$ cat config.mk
export PLATFORM = sky130hd
export DESIGN_NAME = record_quicksort_by_key_desc
export DESIGN_NICKNAME = d
export VERILOG_FILES = /design/src/sv/rqs_pkg.sv /design/src/sv/rqs_ram.sv /design/src/sv/record_quicksort_by_key_desc.sv
export SDC_FILE = /design/constraint.sdc
export NUM_CORES = 2
export LEC_CHECK = 0
export BUFFER_PORTS_ARGS = -buffer_cell sky130_fd_sc_hd__buf_2
export CAP_MARGIN = 30
export CORE_AREA = 2 2 663 665
export DETAILED_ROUTE_END_ITERATION = 16
export DIE_AREA = 0 0 665 667
export SLEW_MARGIN = 20
export SYNTH_ARGS = -nofsm -noshare
export SYNTH_HDL_FRONTEND = slang
export SYNTH_SLANG_ARGS = --single-unit
$ cat constraint.sdc
create_clock -name clk -period 17.6 [get_ports clk]
set_input_delay 0.88 -clock clk [delete_from_list [all_inputs] [get_ports clk]]
set_output_delay 0.88 -clock clk [all_outputs]
set_load 0.05 [all_outputs]
$ cat src/sv/rqs_pkg.sv
// shared record type and field widths for the record sort block
package rqs_pkg;

    localparam int ID_W    = 16;
    localparam int SCORE_W = 7;
    localparam int REC_W   = ID_W + 3 * SCORE_W;
    localparam int TDATA_W = 40;

    // first member sits in the top bits, so id lands in the low bits
    typedef struct packed {
        logic [SCORE_W-1:0] c;
        logic [SCORE_W-1:0] b;
        logic [SCORE_W-1:0] key;
        logic [ID_W-1:0]    id;
    } rec_t;

endpackage

$ cat src/sv/rqs_ram.sv
// generic simple dual-port ram with registered read
module rqs_ram #(
    parameter int WIDTH  = 37,
    parameter int DEPTH  = 64,
    parameter int ADDR_W = $clog2(DEPTH)
) (
    input  logic              clk,
    input  logic              we,
    input  logic [ADDR_W-1:0] waddr,
    input  logic [WIDTH-1:0]  wdata,
    input  logic [ADDR_W-1:0] raddr,
    output logic [WIDTH-1:0]  rdata
);

    logic [WIDTH-1:0] mem [DEPTH];

    always_ff @(posedge clk)
    begin
        if (we)
        begin
            mem[waddr] <= wdata;
        end
        rdata <= mem[raddr];
    end

endmodule

$ cat src/sv/record_quicksort_by_key_desc.sv
// record collector that sorts by key score, descending, and streams the run out
//
// Records arrive one per input transaction and are written into a record memory
// as they are accepted; tlast marks a set's last record and starts the sort.
// Records past MAX_RECORDS are dropped and every output of that set carries
// tuser = 1. The sort is an in-place quicksort (Lomuto partition, last element
// as pivot) driven from a range stack held in a second memory. Everything goes
// through the single read and single write port of the record memory: each
// partition pops a range and reads its pivot, then compares each record in
// turn, moves a record with a greater key into the next slot, places the pivot
// and pushes the parts left to sort. Output reads each record and loads it into
// the output register once that register is free. Input is not accepted from the
// start of a sort until the last record of the run has been loaded into the output
// register. No clearing pass after reset is needed.
module record_quicksort_by_key_desc #(
    parameter int MAX_RECORDS = 64
) (
    input  logic                        clk,
    input  logic                        rst_n,
    input  logic                        s_tvalid,
    output logic                        s_tready,
    // tag_id [15:0], key_score [22:16], score_b [29:23], score_c [36:30]
    input  logic [rqs_pkg::TDATA_W-1:0] s_tdata,
    input  logic                        s_tlast,
    output logic                        m_tvalid,
    input  logic                        m_tready,
    // out_id [15:0], out_key [22:16], out_b [29:23], out_c [36:30]
    output logic [rqs_pkg::TDATA_W-1:0] m_tdata,
    output logic                        m_tlast,
    // overflowed [0]
    output logic                        m_tuser
);

    localparam int IDX_W  = $clog2(MAX_RECORDS);
    localparam int CNT_W  = $clog2(MAX_RECORDS + 1);
    localparam int SPAN_W = 2 * IDX_W;

    typedef enum logic [15:0] {
        S_IDLE    = 16'h0001,
        S_START   = 16'h0002,
        S_POP     = 16'h0004,
        S_LOAD    = 16'h0008,
        S_PIVOT   = 16'h0010,
        S_RD_K    = 16'h0020,
        S_CK_K    = 16'h0040,
        S_SW1     = 16'h0080,
        S_SW2     = 16'h0100,
        S_FIN_RD  = 16'h0200,
        S_FIN_W1  = 16'h0400,
        S_FIN_W2  = 16'h0800,
        S_PUSH1   = 16'h1000,
        S_PUSH2   = 16'h2000,
        S_EMIT_RD = 16'h4000,
        S_EMIT_LD = 16'h8000
    } state_t;

    state_t             state_reg, state_next;
    logic [CNT_W-1:0]   count_reg, count_next;
    logic               drop_reg, drop_next;
    logic [CNT_W-1:0]   depth_reg, depth_next;
    logic [CNT_W-1:0]   emit_reg, emit_next;
    logic [IDX_W-1:0]   lo_reg, lo_next;
    logic [IDX_W-1:0]   hi_reg, hi_next;
    logic [IDX_W-1:0]   k_reg, k_next;
    logic [IDX_W-1:0]   slot_reg, slot_next;
    rqs_pkg::rec_t      pivot_reg, pivot_next;
    rqs_pkg::rec_t      tmp_reg, tmp_next;
    rqs_pkg::rec_t      out_rec_reg;
    logic               out_last_reg;
    logic               out_user_reg;
    logic               out_valid_reg, out_valid_next;

    logic               store_we;
    logic [IDX_W-1:0]   store_waddr;
    rqs_pkg::rec_t      store_wdata;
    logic [IDX_W-1:0]   store_raddr;
    rqs_pkg::rec_t      store_rdata;
    logic               stack_we;
    logic [IDX_W-1:0]   stack_waddr;
    logic [SPAN_W-1:0]  stack_wdata;
    logic [IDX_W-1:0]   stack_raddr;
    logic [SPAN_W-1:0]  stack_rdata;

    rqs_pkg::rec_t      in_rec;
    logic [IDX_W-1:0]   k_inc;
    logic [IDX_W-1:0]   slot_inc;
    logic [IDX_W-1:0]   slot_dec;
    logic [CNT_W-1:0]   cnt_dec;
    logic [CNT_W-1:0]   depth_dec;
    logic [CNT_W-1:0]   emit_inc;
    logic               push_right;
    logic               push_left;
    logic               out_free;
    logic               out_load;

    assign in_rec    = rqs_pkg::rec_t'(s_tdata[rqs_pkg::REC_W-1:0]);
    assign k_inc     = k_reg + 1'b1;
    assign slot_inc  = slot_reg + 1'b1;
    assign slot_dec  = slot_reg - 1'b1;
    assign cnt_dec   = count_reg - 1'b1;
    assign depth_dec = depth_reg - 1'b1;
    assign emit_inc  = emit_reg + 1'b1;
    // right part [q+1, hi] and left part [lo, q-1] need sorting only with two or more records
    assign push_right = ({1'b0, slot_reg} + 1'b1) < {1'b0, hi_reg};
    assign push_left  = {1'b0, slot_reg} > ({1'b0, lo_reg} + 1'b1);
    assign out_free   = !out_valid_reg || m_tready;

    assign s_tready = (state_reg == S_IDLE);
    assign m_tvalid = out_valid_reg;
    assign m_tdata  = {{(rqs_pkg::TDATA_W - rqs_pkg::REC_W){1'b0}}, out_rec_reg};
    assign m_tlast  = out_last_reg;
    assign m_tuser  = out_user_reg;

    always_comb
    begin
        state_next     = state_reg;
        count_next     = count_reg;
        drop_next      = drop_reg;
        depth_next     = depth_reg;
        emit_next      = emit_reg;
        lo_next        = lo_reg;
        hi_next        = hi_reg;
        k_next         = k_reg;
        slot_next      = slot_reg;
        pivot_next     = pivot_reg;
        tmp_next       = tmp_reg;
        out_load       = 1'b0;
        store_we       = 1'b0;
        store_waddr    = k_reg;
        store_wdata    = tmp_reg;
        store_raddr    = k_reg;
        stack_we       = 1'b0;
        stack_waddr    = depth_reg[IDX_W-1:0];
        stack_wdata    = {lo_reg, hi_reg};
        stack_raddr    = depth_dec[IDX_W-1:0];

        case (state_reg)
            S_IDLE:
            begin
                if (s_tvalid)
                begin
                    if (count_reg < CNT_W'(MAX_RECORDS))
                    begin
                        store_we    = 1'b1;
                        store_waddr = count_reg[IDX_W-1:0];
                        store_wdata = in_rec;
                        count_next  = count_reg + 1'b1;
                    end
                    else
                    begin
                        drop_next = 1'b1;
                    end
                    if (s_tlast)
                    begin
                        state_next = S_START;
                    end
                end
            end
            S_START:
            begin
                emit_next = '0;
                if (count_reg == '0)
                begin
                    drop_next  = 1'b0;
                    state_next = S_IDLE;
                end
                else if (count_reg == CNT_W'(1))
                begin
                    state_next = S_EMIT_RD;
                end
                else
                begin
                    stack_we    = 1'b1;
                    stack_waddr = '0;
                    stack_wdata = {{IDX_W{1'b0}}, cnt_dec[IDX_W-1:0]};
                    depth_next  = CNT_W'(1);
                    state_next  = S_POP;
                end
            end
            S_POP:
            begin
                if (depth_reg == '0)
                begin
                    emit_next  = '0;
                    state_next = S_EMIT_RD;
                end
                else
                begin
                    depth_next = depth_dec;
                    state_next = S_LOAD;
                end
            end
            S_LOAD:
            begin
                lo_next     = stack_rdata[SPAN_W-1:IDX_W];
                hi_next     = stack_rdata[IDX_W-1:0];
                store_raddr = stack_rdata[IDX_W-1:0];
                state_next  = S_PIVOT;
            end
            S_PIVOT:
            begin
                pivot_next = store_rdata;
                slot_next  = lo_reg;
                k_next     = lo_reg;
                state_next = S_RD_K;
            end
            S_RD_K:
            begin
                store_raddr = k_reg;
                state_next  = S_CK_K;
            end
            S_CK_K:
            begin
                if (store_rdata.key > pivot_reg.key)
                begin
                    tmp_next    = store_rdata;
                    store_raddr = slot_reg;
                    state_next  = S_SW1;
                end
                else if (k_inc == hi_reg)
                begin
                    state_next = S_FIN_RD;
                end
                else
                begin
                    k_next     = k_inc;
                    state_next = S_RD_K;
                end
            end
            S_SW1:
            begin
                // record at slot moves up to k
                store_we    = 1'b1;
                store_waddr = k_reg;
                store_wdata = store_rdata;
                state_next  = S_SW2;
            end
            S_SW2:
            begin
                store_we    = 1'b1;
                store_waddr = slot_reg;
                store_wdata = tmp_reg;
                slot_next   = slot_inc;
                if (k_inc == hi_reg)
                begin
                    state_next = S_FIN_RD;
                end
                else
                begin
                    k_next     = k_inc;
                    state_next = S_RD_K;
                end
            end
            S_FIN_RD:
            begin
                store_raddr = slot_reg;
                state_next  = S_FIN_W1;
            end
            S_FIN_W1:
            begin
                store_we    = 1'b1;
                store_waddr = hi_reg;
                store_wdata = store_rdata;
                state_next  = S_FIN_W2;
            end
            S_FIN_W2:
            begin
                store_we    = 1'b1;
                store_waddr = slot_reg;
                store_wdata = pivot_reg;
                state_next  = S_PUSH1;
            end
            S_PUSH1:
            begin
                if (push_right)
                begin
                    stack_we    = 1'b1;
                    stack_wdata = {slot_inc, hi_reg};
                    depth_next  = depth_reg + 1'b1;
                end
                state_next = S_PUSH2;
            end
            S_PUSH2:
            begin
                // left range pushed last so it is popped first
                if (push_left)
                begin
                    stack_we    = 1'b1;
                    stack_wdata = {lo_reg, slot_dec};
                    depth_next  = depth_reg + 1'b1;
                end
                state_next = S_POP;
            end
            S_EMIT_RD:
            begin
                store_raddr = emit_reg[IDX_W-1:0];
                state_next  = S_EMIT_LD;
            end
            S_EMIT_LD:
            begin
                store_raddr = emit_reg[IDX_W-1:0];
                if (out_free)
                begin
                    out_load  = 1'b1;
                    emit_next = emit_inc;
                    if (emit_inc == count_reg)
                    begin
                        count_next = '0;
                        drop_next  = 1'b0;
                        state_next = S_IDLE;
                    end
                    else
                    begin
                        state_next = S_EMIT_RD;
                    end
                end
            end
            default:
            begin
                state_next = S_IDLE;
            end
        endcase
    end

    always_comb
    begin
        if (out_load)
        begin
            out_valid_next = 1'b1;
        end
        else if (m_tready)
        begin
            out_valid_next = 1'b0;
        end
        else
        begin
            out_valid_next = out_valid_reg;
        end
    end

    always_ff @(posedge clk or negedge rst_n)
    begin
        if (!rst_n)
        begin
            state_reg     <= S_IDLE;
            count_reg     <= '0;
            drop_reg      <= 1'b0;
            depth_reg     <= '0;
            emit_reg      <= '0;
            out_valid_reg <= 1'b0;
        end
        else
        begin
            state_reg     <= state_next;
            count_reg     <= count_next;
            drop_reg      <= drop_next;
            depth_reg     <= depth_next;
            emit_reg      <= emit_next;
            out_valid_reg <= out_valid_next;
        end
    end

    always_ff @(posedge clk)
    begin
        lo_reg    <= lo_next;
        hi_reg    <= hi_next;
        k_reg     <= k_next;
        slot_reg  <= slot_next;
        pivot_reg <= pivot_next;
        tmp_reg   <= tmp_next;
        if (out_load)
        begin
            out_rec_reg  <= store_rdata;
            out_last_reg <= (emit_inc == count_reg);
            out_user_reg <= drop_reg;
        end
    end

    rqs_ram #(
        .WIDTH (rqs_pkg::REC_W),
        .DEPTH (MAX_RECORDS)
    ) u_store (
        .clk   (clk),
        .we    (store_we),
        .waddr (store_waddr),
        .wdata (store_wdata),
        .raddr (store_raddr),
        .rdata (store_rdata)
    );

    rqs_ram #(
        .WIDTH (SPAN_W),
        .DEPTH (MAX_RECORDS)
    ) u_stack (
        .clk   (clk),
        .we    (stack_we),
        .waddr (stack_waddr),
        .wdata (stack_wdata),
        .raddr (stack_raddr),
        .rdata (stack_rdata)
    );

endmodule

==> run summary <==
clk_lat worst skew: 0.91 ns
post-CTS resize count: 0
status: finished, final reports clean
Crit Path Class: reg2reg
Post-synth EDFFs: 3273
critical path's slowest cell: and2_4
crit path time final: 7.475 ns
Critical Path AT: 8.23 ns
First DRT Iteration DRCs: 9655
post-synthesis register bit count: 3361
Gate power share: 12.7%
worst hold-check path type: in2reg
crit-path max cell delay: 0.77 ns
fill count: 41282
LEAKAGE: 48.32 nW
I/O Buffers: 82
Worst VDD drop: 0.1078 mV
largest registers: u_store.mem (2368), u_stack.mem (768)
list of most frequent post-synthesis cells: edfxtp_1, nand2_1, nand3_1, a32oi_1, a21oi_1
CP endpoint kind: flip-flop
worst relative slew slack: 19.54%
initial antenna violation count: 20
Critical path buffers and inverters: 4
Die Ht: 667 um
Top delay family on crit path: buffers and inverters
CTS buffer count: 329
largest net degree at the start of global routing: 200
f_max: 133.8 MHz
fraction of synthesized cell area taken by the top area cell type: 75.38%
Async SR Flop Fraction: 1.160%
switching pwr: 0.004611 W
global-route wire length before repair: 517.7 mm
clk buf depth: 4
Setup TNS: 0 ns
post-synthesis cell count: 8567
cell with the most instances after synthesis: edfxtp_1
DP HPWL: 194.4 mm
Die Span X: 665 um
average cell area after synthesis: 15.22 sq um
total gr overflow: 0
Routed Wire Length: 362.7 mm
layout overhead on the synthesized area: 14.80%
Clock Skew: 0.1099 ns
Via Count: 76101
register area share after synthesis: 76.88%
drt wl/cell: 24.61 um
Largest Register: u_store.mem
All-Layer GR Usage: 15.73%
Reg power frac: 50.7%
RSZ-0062 raised after global routing: no
antenna viol nets, final: 0
H-tree depth: 5
ys flop type: edfxtp_1
Synth area leader: edfxtp_1
slew of the pin with the lowest slew margin: 1.207 ns
Internal: 0.01418 W
Yosys warning count: 0
number of flip-flops under the largest register name: 2368
vias per inst: 5.163
Residual DRC: 0
Net Sw Frac: 24.54%
Area contributors post-synth: edfxtp_1, nand2_1, mux4_2
CP Launch Type: flip-flop
number of global-route vias before repair: 72330
Pwr per Cell Area: 125.5 mW/mm^2
final setup fails: 0
CTS tree: built
Die ar.: 0.4436 sq mm
clk sinks: 3361
Pwr Total: 0.01879 W
TritonRoute pass-1 iters: 8
Worst path most repeated cell: buf_4
crit path max fanout: 153
gpl congestion: 0.7992
Max-Cap Viols: 0
layout cells sized above 1: 13.61%
Final Hold Vio Count: 0
Core Area: 0.4366 sq mm
Rows: 243
initial core utilization: 29.86%
io pins: 89
clock share of power: 36.6%
final max-slew violation count: 0
distinct cell type count after synthesis: 83
synthesized area: 0.1304 sq mm
CTS root buf: clkbuf_16
critical path required time: 18.36 ns
Final Cycle Share: 42.47%
fin nets: 8797
CP cell instances: ha_1 -> nand4_1 -> nor2_1 -> a211oi_2 -> a221oi_1 -> and2_4 -> buf_4 -> buf_12 -> buf_4 -> buf_4 -> mux2i_1 -> a32oi_1 -> nand3_1 -> nand2_1 -> or3_1
clk slew on worst S/H paths: 0.06 ns
==> per-stage QoR <==
stage / std cells / utilization (%) / instance area [sq um] / hold slack (ns) / worst slack, ns
3_3_place_gp: 14094 / 31.67 / 138300 / 0.3916 / 10.24
6_report: 14739 / 34.28 / 149700 / 0.3339 / 10.13
2_1_floorplan: 8569 / - / 130400 / 0.3855 / 10.19
5_1_grt: 14729 / 34.28 / 149700 / 0.3375 / 9.807
4_1_cts: 14716 / 34.22 / 149400 / 0.2765 / 10.25
3_5_place_dp: 14138 / 31.86 / 139100 / 0.3897 / 10.25
==> final cells by class <==
class                   instances  area, sq um  area share [%]
diodes                         12        30.03         0.02006
clock buffers                 413         8716           5.823
clock inverters               164         1605           1.073
inverters                      40        150.1          0.1003
multi-input cells            4647        28640           19.13
flip-flops and latches       3361       100200           66.98
well taps                    5757         7203           4.813
repair buffers                345         3084           2.061
==> worst register-to-register path: stages, from the launching register on <==
cell,delay [ns]
dfxtp_1,0.68
ha_1,0.25
nand4_1,0.35
nor2_1,0.63
a211oi_2,0.16
a221oi_1,0.65
and2_4,0.77
buf_4,0.75
buf_12,0.54
buf_4,0.96
buf_4,0.59
mux2i_1,0.26
a32oi_1,0.09
nand3_1,0.17
nand2_1,0.14
or3_1,0.39
==> power by group through the flow <==
stage                     Combinational (W)  Clock [W]  Sequential (W)
after floorplan                     0.00140          0         0.00968
after global placement              0.00224          0         0.00974
after detailed placement            0.00238          0         0.00970
after CTS                           0.00238    0.00697         0.00953
after global routing                0.00252    0.00725         0.00953
final                               0.00239    0.00687         0.00953
==> cells in the final DEF, fill, tap and decap left out, drive strengths merged, types with 8 or more instances in the layout <==
| cell type | Yosys | layout |
|---|---|---|
| a21oi | 322 | 322 |
| a222oi | 40 | 40 |
| a31oi | 8 | 8 |
| a32oi | 329 | 329 |
| buf | 256 | 343 |
| bufinv | 0 | 28 |
| clkbuf | 265 | 414 |
| clkinv | 0 | 106 |
| clkinvlp | 0 | 12 |
| dfrtp | 38 | 38 |
| dfxtp | 49 | 49 |
| diode | 0 | 12 |
| edfxtp | 3273 | 3273 |
| ha | 28 | 28 |
| inv | 40 | 58 |
| mux2i | 46 | 46 |
| mux4 | 252 | 252 |
| nand2 | 2219 | 2219 |
| nand2b | 14 | 14 |
| nand3 | 587 | 587 |
| nand3b | 8 | 8 |
| nand4 | 320 | 320 |
| nor2 | 186 | 186 |
| nor3 | 16 | 16 |
| nor4 | 9 | 9 |
| o21a | 8 | 8 |
| o21ai | 45 | 45 |
| o22ai | 11 | 11 |
| or3 | 43 | 43 |
| xnor2 | 26 | 26 |
| xor2 | 18 | 18 |
==> final timing paths <==
path	slack, ns	from	depth (start not counted)	to
max	10.13	u_store.rdata[22]	15	u_store.rdata[4]
min in group asynchronous	0.58	rst_n	2	count_reg[5]
min reg2reg	0.40	u_stack.rdata[11]	0	lo_reg[5]
max reg2reg	10.13	u_store.rdata[22]	15	u_store.rdata[4]
min	0.33	m_tready	4	state_reg[15]
max in group asynchronous	16.46	rst_n	3	state_reg[0]
==> routing by layer <==
metal / wire [um] / track usage [%]
met3: 27230 / 2.112
met5: 39 / 0
met2: 176200 / 26.38
met1: 147000 / 21.09
met4: 12320 / 5.148
==> cell families after synthesis <==
logic type               Yosys count  share of synthesized area (%)
buffers and inverters            561                          1.835
AO/OA/AOI/OAI                    822                          4.477
XOR/XNOR                          44                         0.2956
other                              1                       0.002876
AND/OR/NAND/NOR                 3447                          11.49
adder cells (fa/ha/maj)           28                         0.2687
multiplexers                     303                          4.749
flip-flops                      3361                          76.88
==> what timing repair did <==
action	4_1_cts	5_1_grt
hold buffers	1	0
hold endpoints to repair	14	0
setup buffers	0	0
Note: power is estimated with default switching activity, not from simulation.
